`src/rtl/core/cfsc_pkg.sv`:
```
// ----------------------------------------------------------------------------
// cfsc_pkg: shared types and constants for the frequency shift classifier
// Holds mode, verdict, register index and sequencer codes, threshold bundle
// and the reset values of the configuration registers.
// ----------------------------------------------------------------------------
`default_nettype none

package cfsc_pkg;

  // Fixed field widths of the stream items
  localparam int unsigned InW   = 24;  // sample_count and thresholds
  localparam int unsigned SampW = 5;   // calibration sample counter
  localparam int unsigned DataW = 32;  // tdata width on both streams
  localparam int unsigned IdxW  = 2;   // configuration register index

  // Defaults for the top level parameters
  localparam int unsigned CalSamplesDef = 21;
  localparam int unsigned CountWidthDef = 24;

  // Threshold reset values
  localparam logic [InW-1:0] MetalThrRst    = 24'd3350;
  localparam logic [InW-1:0] RiseIntfThrRst = 24'd12000;
  localparam logic [InW-1:0] FallIntfThrRst = 24'd4000;

  typedef enum logic [1:0] {
    ModeWait = 2'd0,
    ModeCal  = 2'd1,
    ModeDet  = 2'd2
  } mode_e;

  typedef enum logic [1:0] {
    VerdNone  = 2'd0,
    VerdMetal = 2'd1,
    VerdIntf  = 2'd2
  } verdict_e;

  typedef enum logic [IdxW-1:0] {
    CfgMetal    = 2'd0,
    CfgRiseIntf = 2'd1,
    CfgFallIntf = 2'd2
  } cfg_idx_e;

  typedef enum logic [1:0] {
    SeqIdle = 2'd0,
    SeqDiv  = 2'd1,
    SeqCmp  = 2'd2,
    SeqFin  = 2'd3
  } seq_e;

  typedef struct packed {
    logic [InW-1:0] metal;
    logic [InW-1:0] rise_intf;
    logic [InW-1:0] fall_intf;
  } thr_t;

endpackage

`default_nettype wire

```
`src/rtl/core/calibrated_frequency_shift_classifier_top.sv`:
```
// ----------------------------------------------------------------------------
// calibrated_frequency_shift_classifier_top: metal detector classifier core
// Averages a calibration run of gate counts into a reference, then sorts
// each later count into searching, metal or interference by its shift.
//
//   channel   dir  handshake                  payload
//   s_axis    in   s_axis_tvalid/tready       count, cal button, det button
//   m_axis    out  m_axis_tvalid/tready       mode, reference, verdict, lamps
//   cfg       in   cfg_valid/cfg_ready        register index, 24-bit value
//
// A calibrating item runs accept, one divider step per quotient bit (one
// bit per cycle), divider done and output load; a detecting item runs accept,
// compare and output load, a waiting item accept and output load.
// Reset leaves the block calibrating with a zero total and reference.
// A result that is not taken holds the sequencer in its final state; the
// input side reopens as soon as the result moves into the output register.
// ----------------------------------------------------------------------------
`default_nettype none

module calibrated_frequency_shift_classifier_top #(
  parameter int unsigned CAL_SAMPLES = cfsc_pkg::CalSamplesDef,
  parameter int unsigned COUNT_WIDTH = cfsc_pkg::CountWidthDef
) (
  input  wire                          clk_i,
  input  wire                          rst_ni,
  // tdata: [23:0] sample_count, [24] cal_pressed, [25] det_pressed
  input  wire                          s_axis_tvalid_i,
  output logic                         s_axis_tready_o,
  input  wire  [cfsc_pkg::DataW-1:0]   s_axis_tdata_i,
  // tdata: [1:0] mode_now, [25:2] reference_freq, [27:26] verdict,
  //        [28] green_on, [29] red_on, [30] buzzer_on
  output logic                         m_axis_tvalid_o,
  input  wire                          m_axis_tready_i,
  output logic [cfsc_pkg::DataW-1:0]   m_axis_tdata_o,
  input  wire                          cfg_valid_i,
  output logic                         cfg_ready_o,
  input  wire  [cfsc_pkg::IdxW-1:0]    cfg_index_i,
  input  wire  [cfsc_pkg::InW-1:0]     cfg_data_i
);
  import cfsc_pkg::*;

  localparam int unsigned CntW = (COUNT_WIDTH < InW) ? COUNT_WIDTH : InW;
  localparam int unsigned TotW = CntW + SampW;

  thr_t             thr;
  logic             acc;
  logic [CntW-1:0]  cnt;
  logic             cal_btn;
  logic             det_btn;
  logic [TotW-1:0]  total_sum;
  logic [SampW-1:0] samp_inc;
  logic             div_start;
  logic             div_done;
  logic [CntW-1:0]  div_quo;
  logic             rise;
  logic [CntW-1:0]  mag;
  logic [InW-1:0]   mag_ext;

  seq_e             state_q, state_d;
  mode_e            mode_q, mode_d;
  logic [TotW-1:0]  total_q, total_d;
  logic [SampW-1:0] samples_q, samples_d;
  logic [CntW-1:0]  ref_q, ref_d;
  logic [CntW:0]    sub_q, sub_d;
  verdict_e         verdict_q, verdict_d;
  logic             m_valid_q, m_valid_d;
  logic [DataW-1:0] out_data_q, out_data_d;

  cfsc_cfg_regs u_cfg (
    .clk_i       (clk_i),
    .rst_ni      (rst_ni),
    .cfg_valid_i (cfg_valid_i),
    .cfg_ready_o (cfg_ready_o),
    .cfg_index_i (cfg_index_i),
    .cfg_data_i  (cfg_data_i),
    .thr_o       (thr)
  );

  cfsc_div #(
    .CntW (CntW)
  ) u_div (
    .clk_i      (clk_i),
    .rst_ni     (rst_ni),
    .start_i    (div_start),
    .dividend_i (total_sum),
    .divisor_i  (samp_inc),
    .done_o     (div_done),
    .quotient_o (div_quo)
  );

  // Unpack the input transfer
  assign s_axis_tready_o = (state_q == SeqIdle);
  assign acc       = s_axis_tvalid_i && s_axis_tready_o;
  assign cnt       = s_axis_tdata_i[CntW-1:0];
  assign cal_btn   = s_axis_tdata_i[InW];
  assign det_btn   = s_axis_tdata_i[InW+1];
  assign total_sum = total_q + TotW'(cnt);
  assign samp_inc  = samples_q + 1'b1;

  // Shift direction and magnitude from the registered difference
  assign rise    = !sub_q[CntW] && (sub_q[CntW-1:0] != '0);
  assign mag     = sub_q[CntW] ? CntW'(~sub_q[CntW-1:0] + 1'b1) : sub_q[CntW-1:0];
  assign mag_ext = InW'(mag);

  // Sequencer: next state, mode update and result assembly
  always_comb begin
    state_d    = state_q;
    mode_d     = mode_q;
    total_d    = total_q;
    samples_d  = samples_q;
    ref_d      = ref_q;
    sub_d      = sub_q;
    verdict_d  = verdict_q;
    m_valid_d  = m_valid_q;
    out_data_d = out_data_q;
    div_start  = 1'b0;

    if (m_valid_q && m_axis_tready_i) begin
      m_valid_d = 1'b0;
    end

    unique case (state_q)
      SeqIdle: begin
        if (acc) begin
          verdict_d = VerdNone;
          unique case (mode_q)
            ModeCal: begin
              total_d   = total_sum;
              samples_d = samp_inc;
              if (samp_inc >= SampW'(CAL_SAMPLES)) begin
                mode_d = ModeWait;
              end
              if (samp_inc != '0) begin
                div_start = 1'b1;
                state_d   = SeqDiv;
              end else begin
                state_d = SeqFin;
              end
            end
            ModeDet: begin
              sub_d = {1'b0, cnt} - {1'b0, ref_q};
              if (cal_btn && det_btn) begin
                mode_d = ModeWait;
              end
              state_d = SeqCmp;
            end
            ModeWait: begin
              if (cal_btn && !det_btn) begin
                mode_d    = ModeCal;
                total_d   = '0;
                samples_d = '0;
              end else if (det_btn && !cal_btn) begin
                mode_d = ModeDet;
              end
              state_d = SeqFin;
            end
            default: state_d = SeqFin;
          endcase
        end
      end
      SeqDiv: begin
        if (div_done) begin
          ref_d   = div_quo;
          state_d = SeqFin;
        end
      end
      SeqCmp: begin
        // Interference wins over metal
        priority if (rise && (mag_ext > thr.rise_intf)) begin
          verdict_d = VerdIntf;
        end else if (rise && (mag_ext > thr.metal)) begin
          verdict_d = VerdMetal;
        end else if (!rise && (mag_ext > thr.fall_intf)) begin
          verdict_d = VerdIntf;
        end else begin
          verdict_d = VerdNone;
        end
        state_d = SeqFin;
      end
      SeqFin: begin
        // Load the output register once it is free
        if (!m_valid_q || m_axis_tready_i) begin
          m_valid_d  = 1'b1;
          out_data_d = {1'b0,
                        (verdict_q == VerdMetal),
                        (verdict_q == VerdIntf),
                        (verdict_q != VerdNone),
                        verdict_q,
                        InW'(ref_q),
                        mode_q};
          state_d    = SeqIdle;
        end
      end
      default: state_d = SeqIdle;
    endcase
  end

  always_ff @(posedge clk_i or negedge rst_ni) begin
    if (!rst_ni) begin
      state_q   <= SeqIdle;
      mode_q    <= ModeCal;
      total_q   <= '0;
      samples_q <= '0;
      ref_q     <= '0;
      m_valid_q <= 1'b0;
    end else begin
      state_q   <= state_d;
      mode_q    <= mode_d;
      total_q   <= total_d;
      samples_q <= samples_d;
      ref_q     <= ref_d;
      m_valid_q <= m_valid_d;
    end
  end

  always_ff @(posedge clk_i) begin
    sub_q      <= sub_d;
    verdict_q  <= verdict_d;
    out_data_q <= out_data_d;
  end

  assign m_axis_tvalid_o = m_valid_q;
  assign m_axis_tdata_o  = out_data_q;

`ifndef SYNTHESIS
  a_busy_after_accept: assert property (@(posedge clk_i) disable iff (!rst_ni)
    acc |=> !s_axis_tready_o)
    else $error("input side open right after an accepted transfer");

  a_div_done_in_div: assert property (@(posedge clk_i) disable iff (!rst_ni)
    div_done |-> (state_q == SeqDiv))
    else $error("divider finished outside the divide state");

  a_result_from_fin: assert property (@(posedge clk_i) disable iff (!rst_ni)
    $rose(m_valid_q) |-> $past(state_q == SeqFin))
    else $error("result loaded outside the final state");

  a_samples_bounded: assert property (@(posedge clk_i) disable iff (!rst_ni)
    samples_q <= SampW'(CAL_SAMPLES))
    else $error("calibration sample count ran past its limit");
`endif

endmodule

`default_nettype wire

```
`src/rtl/core/cfsc_cfg_regs.sv`:
```
// ----------------------------------------------------------------------------
// cfsc_cfg_regs: threshold register bank
// Takes one register write per transfer on the configuration channel and
// presents the three thresholds as one bundle.
// ----------------------------------------------------------------------------
`default_nettype none

module cfsc_cfg_regs (
  input  wire                          clk_i,
  input  wire                          rst_ni,
  input  wire                          cfg_valid_i,
  output logic                         cfg_ready_o,
  input  wire  [cfsc_pkg::IdxW-1:0]    cfg_index_i,
  input  wire  [cfsc_pkg::InW-1:0]     cfg_data_i,
  output cfsc_pkg::thr_t               thr_o
);
  import cfsc_pkg::*;

  thr_t thr_q, thr_d;

  // Writes are always taken
  assign cfg_ready_o = 1'b1;

  // Decode the register index; unknown indexes are dropped
  always_comb begin
    thr_d = thr_q;
    if (cfg_valid_i) begin
      unique case (cfg_index_i)
        CfgMetal:    thr_d.metal     = cfg_data_i;
        CfgRiseIntf: thr_d.rise_intf = cfg_data_i;
        CfgFallIntf: thr_d.fall_intf = cfg_data_i;
        default:     thr_d = thr_q;
      endcase
    end
  end

  always_ff @(posedge clk_i or negedge rst_ni) begin
    if (!rst_ni) begin
      thr_q.metal     <= MetalThrRst;
      thr_q.rise_intf <= RiseIntfThrRst;
      thr_q.fall_intf <= FallIntfThrRst;
    end else begin
      thr_q <= thr_d;
    end
  end

  assign thr_o = thr_q;

endmodule

`default_nettype wire

```
`src/rtl/core/cfsc_div.sv`:
```
// ----------------------------------------------------------------------------
// cfsc_div: restoring divider for the calibration average
// Divides the running total by the sample count, one quotient bit a cycle
// through a single narrow subtractor. The quotient is known to fit the count
// width, so the upper total bits seed the partial remainder.
// ----------------------------------------------------------------------------
`default_nettype none

module cfsc_div #(
  parameter int unsigned CntW = cfsc_pkg::CountWidthDef
) (
  input  wire                            clk_i,
  input  wire                            rst_ni,
  input  wire                            start_i,
  input  wire  [CntW+cfsc_pkg::SampW-1:0] dividend_i,
  input  wire  [cfsc_pkg::SampW-1:0]     divisor_i,
  output logic                           done_o,
  output logic [CntW-1:0]                quotient_o
);
  import cfsc_pkg::*;

  localparam int unsigned TotW    = CntW + SampW;
  localparam int unsigned CntBits = $clog2(CntW);

  logic                busy_q, busy_d;
  logic                done_q, done_d;
  logic [CntBits-1:0]  step_q, step_d;
  logic [SampW-1:0]    rem_q, rem_d;
  logic [SampW-1:0]    dvs_q, dvs_d;
  logic [CntW-1:0]     dvd_q, dvd_d;
  logic [SampW:0]      trial;
  logic [SampW:0]      trial_diff;
  logic                trial_ge;

  // Shared trial subtract: shift in the next dividend bit
  assign trial      = {rem_q, dvd_q[CntW-1]};
  assign trial_diff = trial - {1'b0, dvs_q};
  assign trial_ge   = (trial >= {1'b0, dvs_q});

  always_comb begin
    busy_d = busy_q;
    done_d = 1'b0;
    step_d = step_q;
    rem_d  = rem_q;
    dvs_d  = dvs_q;
    dvd_d  = dvd_q;
    if (start_i) begin
      busy_d = 1'b1;
      step_d = '0;
      rem_d  = dividend_i[TotW-1:CntW];
      dvd_d  = dividend_i[CntW-1:0];
      dvs_d  = divisor_i;
    end else if (busy_q) begin
      // Retire one quotient bit, keep the partial remainder
      rem_d  = trial_ge ? trial_diff[SampW-1:0] : trial[SampW-1:0];
      dvd_d  = {dvd_q[CntW-2:0], trial_ge};
      step_d = step_q + 1'b1;
      if (step_q == CntBits'(CntW - 1)) begin
        busy_d = 1'b0;
        done_d = 1'b1;
      end
    end
  end

  always_ff @(posedge clk_i or negedge rst_ni) begin
    if (!rst_ni) begin
      busy_q <= 1'b0;
      done_q <= 1'b0;
      step_q <= '0;
    end else begin
      busy_q <= busy_d;
      done_q <= done_d;
      step_q <= step_d;
    end
  end

  always_ff @(posedge clk_i) begin
    rem_q <= rem_d;
    dvs_q <= dvs_d;
    dvd_q <= dvd_d;
  end

  assign done_o     = done_q;
  assign quotient_o = dvd_q;

endmodule

`default_nettype wire
```
`config.mk`:
```
export PLATFORM = sky130hd
export DESIGN_NAME = calibrated_frequency_shift_classifier_top
export DESIGN_NICKNAME = d
export VERILOG_FILES = /design/src/rtl/core/cfsc_pkg.sv /design/src/rtl/core/calibrated_frequency_shift_classifier_top.sv /design/src/rtl/core/cfsc_cfg_regs.sv /design/src/rtl/core/cfsc_div.sv
export SDC_FILE = /design/constraint.sdc
export NUM_CORES = 1
export LEC_CHECK = 0
export ABC_AREA = 1
export BUFFER_PORTS_ARGS = -buffer_cell sky130_fd_sc_hd__buf_2
export CORE_MARGIN = 4
export CORE_UTILIZATION = 37
export DETAILED_ROUTE_END_ITERATION = 12
export GPL_TIMING_DRIVEN = 0
export HOLD_SLACK_MARGIN = 0.15
export SYNTH_ARGS = -nofsm -noshare
export SYNTH_HDL_FRONTEND = slang
export SYNTH_SLANG_ARGS = --single-unit
export TNS_END_PERCENT = 5
```
`constraint.sdc`:
```
create_clock -name clk_i -period 2.8 [get_ports clk_i]
set_input_delay 0.28 -clock clk_i [delete_from_list [all_inputs] [get_ports clk_i]]
set_output_delay 0.28 -clock clk_i [all_outputs]
set_load 0.1 [all_outputs]
```
==> flow_summary_export.csv <==
group,metric,value,unit
cells_and_area,finalNetCount,2237,
global_routing,globalRouteOverflowTotal,0,
global_routing,grt_pass1_vias,12600,
cells_and_area,final_cell_mix,"nand2_1, inv_1, o21ai_0",
run,cap_violations,0,
floorplan,dieArea,0.0434,mm²
yosys,syn-num-nets,2073,
drt,routed_wl,40.9,mm
yosys,ys_seq_elements,234,
drt,viasPerCell,4.85,
drt,first_pass_iters,5,
clock_tree,clock-sinks,234,
power,power_density,916,mW/mm²
worst_setup_path,cp.arrival,3.24,ns
floorplan,rows,73,
placement,port_buffers,89,
clock_tree,cts_root_buf,"clkbuf_16",
clock_tree,htreeDepth,1,
yosys,avgSynthCellArea,7.96,µm²
cells_and_area,antennaDiodeCount,0,
floorplan,initial_core_util,37.4,%
worst_setup_path,start_kind,"flop",
floorplan,die_height,208,µm
floorplan,core,0.0397,mm²
min_path,min_from,"s_axis_tdata_i[0]",
outcome,status,"finished with violations",
power,combPwrFrac,43.6,%
worst_setup_path,end_kind,"flop",
sta,fin_crit,2.94,ns
worst_setup_path,reg2reg_from,"sub_q[2]",
drt,ant_nets,0,
global_routing,grt_usage,18.6,%
sta,tns,-0.236,ns
yosys,postSynthCellCount,1866,
min_path,hold_end,"total_q[0]",
placement,place_hpwl,32.2,mm
clock_tree,clockBufferDepth,3,
power,p_leak,8.68,nW
power,switching_share,43.0,%
sta,setup_viol,2,
cells_and_area,syn_to_final_growth,18.3,%
yosys,yosysWarnings,0,
power,p_clk_share,22.6,%
sta,rsz0062_at_grt,"yes",
global_routing,antenna_found_initial,0,
sta,fin_skew,0.0146,ns
clock_tree,cts.clk_slew.worst_paths,0.06,ns
drt,vias,12500,
cells_and_area,drive_gt1_share,12.3,%
sta,finalHoldViolCount,0,
outcome,violations,"negative setup slack",
worst_setup_path,reg2regPathDepth,16,
sta,final-max-slew-violation-count,0,
placement,dp_slack,-0.573,ns
worst_setup_path,worstReg2RegEnd,"verdict_q[1]",
yosys,yosysSeqAreaShare,42.7,%
floorplan,io_pins,98,
cells_and_area,final_core_util,44.2,%
sta,worst_pin_slew,0.676,ns
sta,whs,0.187,ns
drt,drc_errors,0,
global_routing,grt_pass1_wl,65.5,mm
sta,worst_slack,-0.137,ns
worst_setup_path,crit_path_max_fanout,5,
clock_tree,cts_tree,"done",
power,p_int,9.17,mW
worst_setup_path,reg2reg_slack,-0.14,ns
clock_tree,clk_latency,0.55,ns
power,vdd_ir_drop_max,500,µV
cells_and_area,layout_commonest_cell,"nand2_1",
worst_setup_path,worst_ep_required_time,3.10,ns
power,switching_power,6.92,mW
power,power,16.1,mW
clock_tree,numCtsBuffers,27,
sta,period_share,105,%
worst_setup_path,criticalPathCategory,"flop to flop",
worst_setup_path,timing.critical_path.from,"sub_q[2]",
drt,drt_iter0_drc,711,
min_path,min_path_cells,4,
drt,post_drt_wl_per_cell,15.9,µm
sta,slew_headroom,54.9,%
floorplan,die-width,208,µm
min_path,hp-class,"input port to flop",
sta,fmax,340,MHz
yosys,ys_types,45,
yosys,syn_area,0.0148,mm²
placement,gp_congestion,0.923,
global_routing,grt_max_degree,77,
power,seq_power_share,33.7,%
-- state kept, by name, summed over array words and instances, names as in the netlist --
signal,cells
u_div.rem_q,5
state_q,2
u_div.busy_q,1
ref_q,24
verdict_q,2
sub_q,25
total_q,29
m_axis_tvalid_o,1
u_div.done_o,1
u_div.step_q,5
m_axis_tdata_o,31
mode_q,2
u_div.dvs_q,5
u_div.quotient_o,24
u_cfg.thr_o,72
samples_q,5
-- Yosys cell counts, drive strengths merged --
| cell type | number | share of area [%] |
|---|---|---|
| a21oi | 107 | 3.6 |
| o21ai | 156 | 5.5 |
| nand2 | 518 | 13 |
| dfrtp | 122 | 21 |
| a31oi | 3 | 0.13 |
| o22ai | 2 | 0.084 |
| buf | 13 | 0.64 |
| a2111oi | 1 | 0.059 |
| o221ai | 1 | 0.059 |
| nor3 | 20 | 0.67 |
| a22oi | 1 | 0.051 |
| nand3b | 5 | 0.25 |
| nand3 | 84 | 2.9 |
| a21boi | 3 | 0.15 |
| mux2 | 1 | 0.076 |
| nand4 | 18 | 0.76 |
| nor4 | 3 | 0.13 |
| and2 | 2 | 0.084 |
| nor2 | 118 | 3.0 |
| fa | 3 | 0.40 |
| o31ai | 2 | 0.10 |
| o21bai | 10 | 0.51 |
| nor4b | 1 | 0.059 |
| o21a | 7 | 0.35 |
| xor2 | 38 | 2.3 |
| clkbuf | 26 | 0.66 |
| or2 | 2 | 0.084 |
| o211ai | 6 | 0.30 |
| a21o | 4 | 0.20 |
| inv | 313 | 7.9 |
| nor3b | 1 | 0.051 |
| xnor2 | 20 | 1.2 |
| ha | 141 | 12 |
| dfstp | 20 | 3.5 |
| edfxtp | 92 | 19 |
| conb | 2 | 0.051 |
-- power by group through the flow --
stage	clock network (mW)	registers [mW]	logic, mW
5_1_grt	3.90	5.53	7.89
6_report	3.64	5.43	7.02
3_3_place_gp	0	5.48	6.64
4_1_cts	3.75	5.44	7.01
3_5_place_dp	0	5.49	6.84
2_1_floorplan	0	6.63	3.97
-- layer usage --
metal,track usage (%),part of all wire (%),vias to the layer above
li1,-,-,6343
met5,0,0,-
met3,2.17,3.0,71
met4,4.82,2.7,0
met2,33.9,51,191
met1,23.3,43,5875
-- stage by stage --
| step | instances | instance area (µm²) |
|---|---|---|
| after floorplan | 1866 | 14900 |
| after global placement | 2480 | 16000 |
| after detailed placement | 2483 | 16000 |
| after CTS | 2571 | 17500 |
| after global routing | 2575 | 17600 |
| final | 2575 | 17600 |
-- worst max-delay path by stage --
stage / to / cells past startpoint
2_1_floorplan: sub_q[0] / 4
3_3_place_gp: u_div.step_q[4] / 1
3_5_place_dp: verdict_q[1] / 15
4_1_cts: verdict_q[0] / 17
5_1_grt: verdict_q[1] / 19
6_report: verdict_q[1] / 16
-- cells by family (layout without fill, tap and decap cells) --
group           count (synthesis)  count (layout)  share of synthesized area, %
simple gates                  772             772                          21.1
buf+inv                       352             536                          9.21
compound gates                303             303                          11.1
flops                         234             234                          42.7
fa+ha+maj                     144             144                          12.3
xor+xnor                       58              58                          3.47
other cells                     2               2                        0.0506
mux                             1               1                        0.0758
-- layout make-up --
| type | instances | area, µm² |
|---|---|---|
| plain buffers | 38 | 190 |
| clock buffers | 34 | 743 |
| clock inverters | 15 | 174 |
| fillers | 4011 | 22200 |
| inverters | 313 | 1170 |
| multi-input cells | 1280 | 7360 |
| flip-flops and latches | 234 | 6340 |
| well taps | 525 | 657 |
| repair buffers | 136 | 917 |
-- repair_timing --
item / in CTS / in global routing
hold buffers: 26 / 0
resized for setup: 39 / 12
pin swaps: 18 / 15
setup endpoints to repair: 2 / 31
hold endpoints to repair: 139 / 0
buffers inserted: 14 / 4
-- worst max-delay path, cell delays in order, from the launching register on --
cell	delay [ns]
edfxtp_1	0.42
nor2_4	0.14
nand4_1	0.15
nor2_2	0.16
nand2_1	0.08
nand2_2	0.09
nand2_4	0.10
a21oi_2	0.14
xor2_1	0.16
buf_4	0.16
ha_1	0.26
a21oi_2	0.16
o21ai_2	0.08
a21oi_2	0.22
nand3_2	0.14
a21oi_2	0.16
nor2_2	0.06
Power figures use the tool's default switching activity.
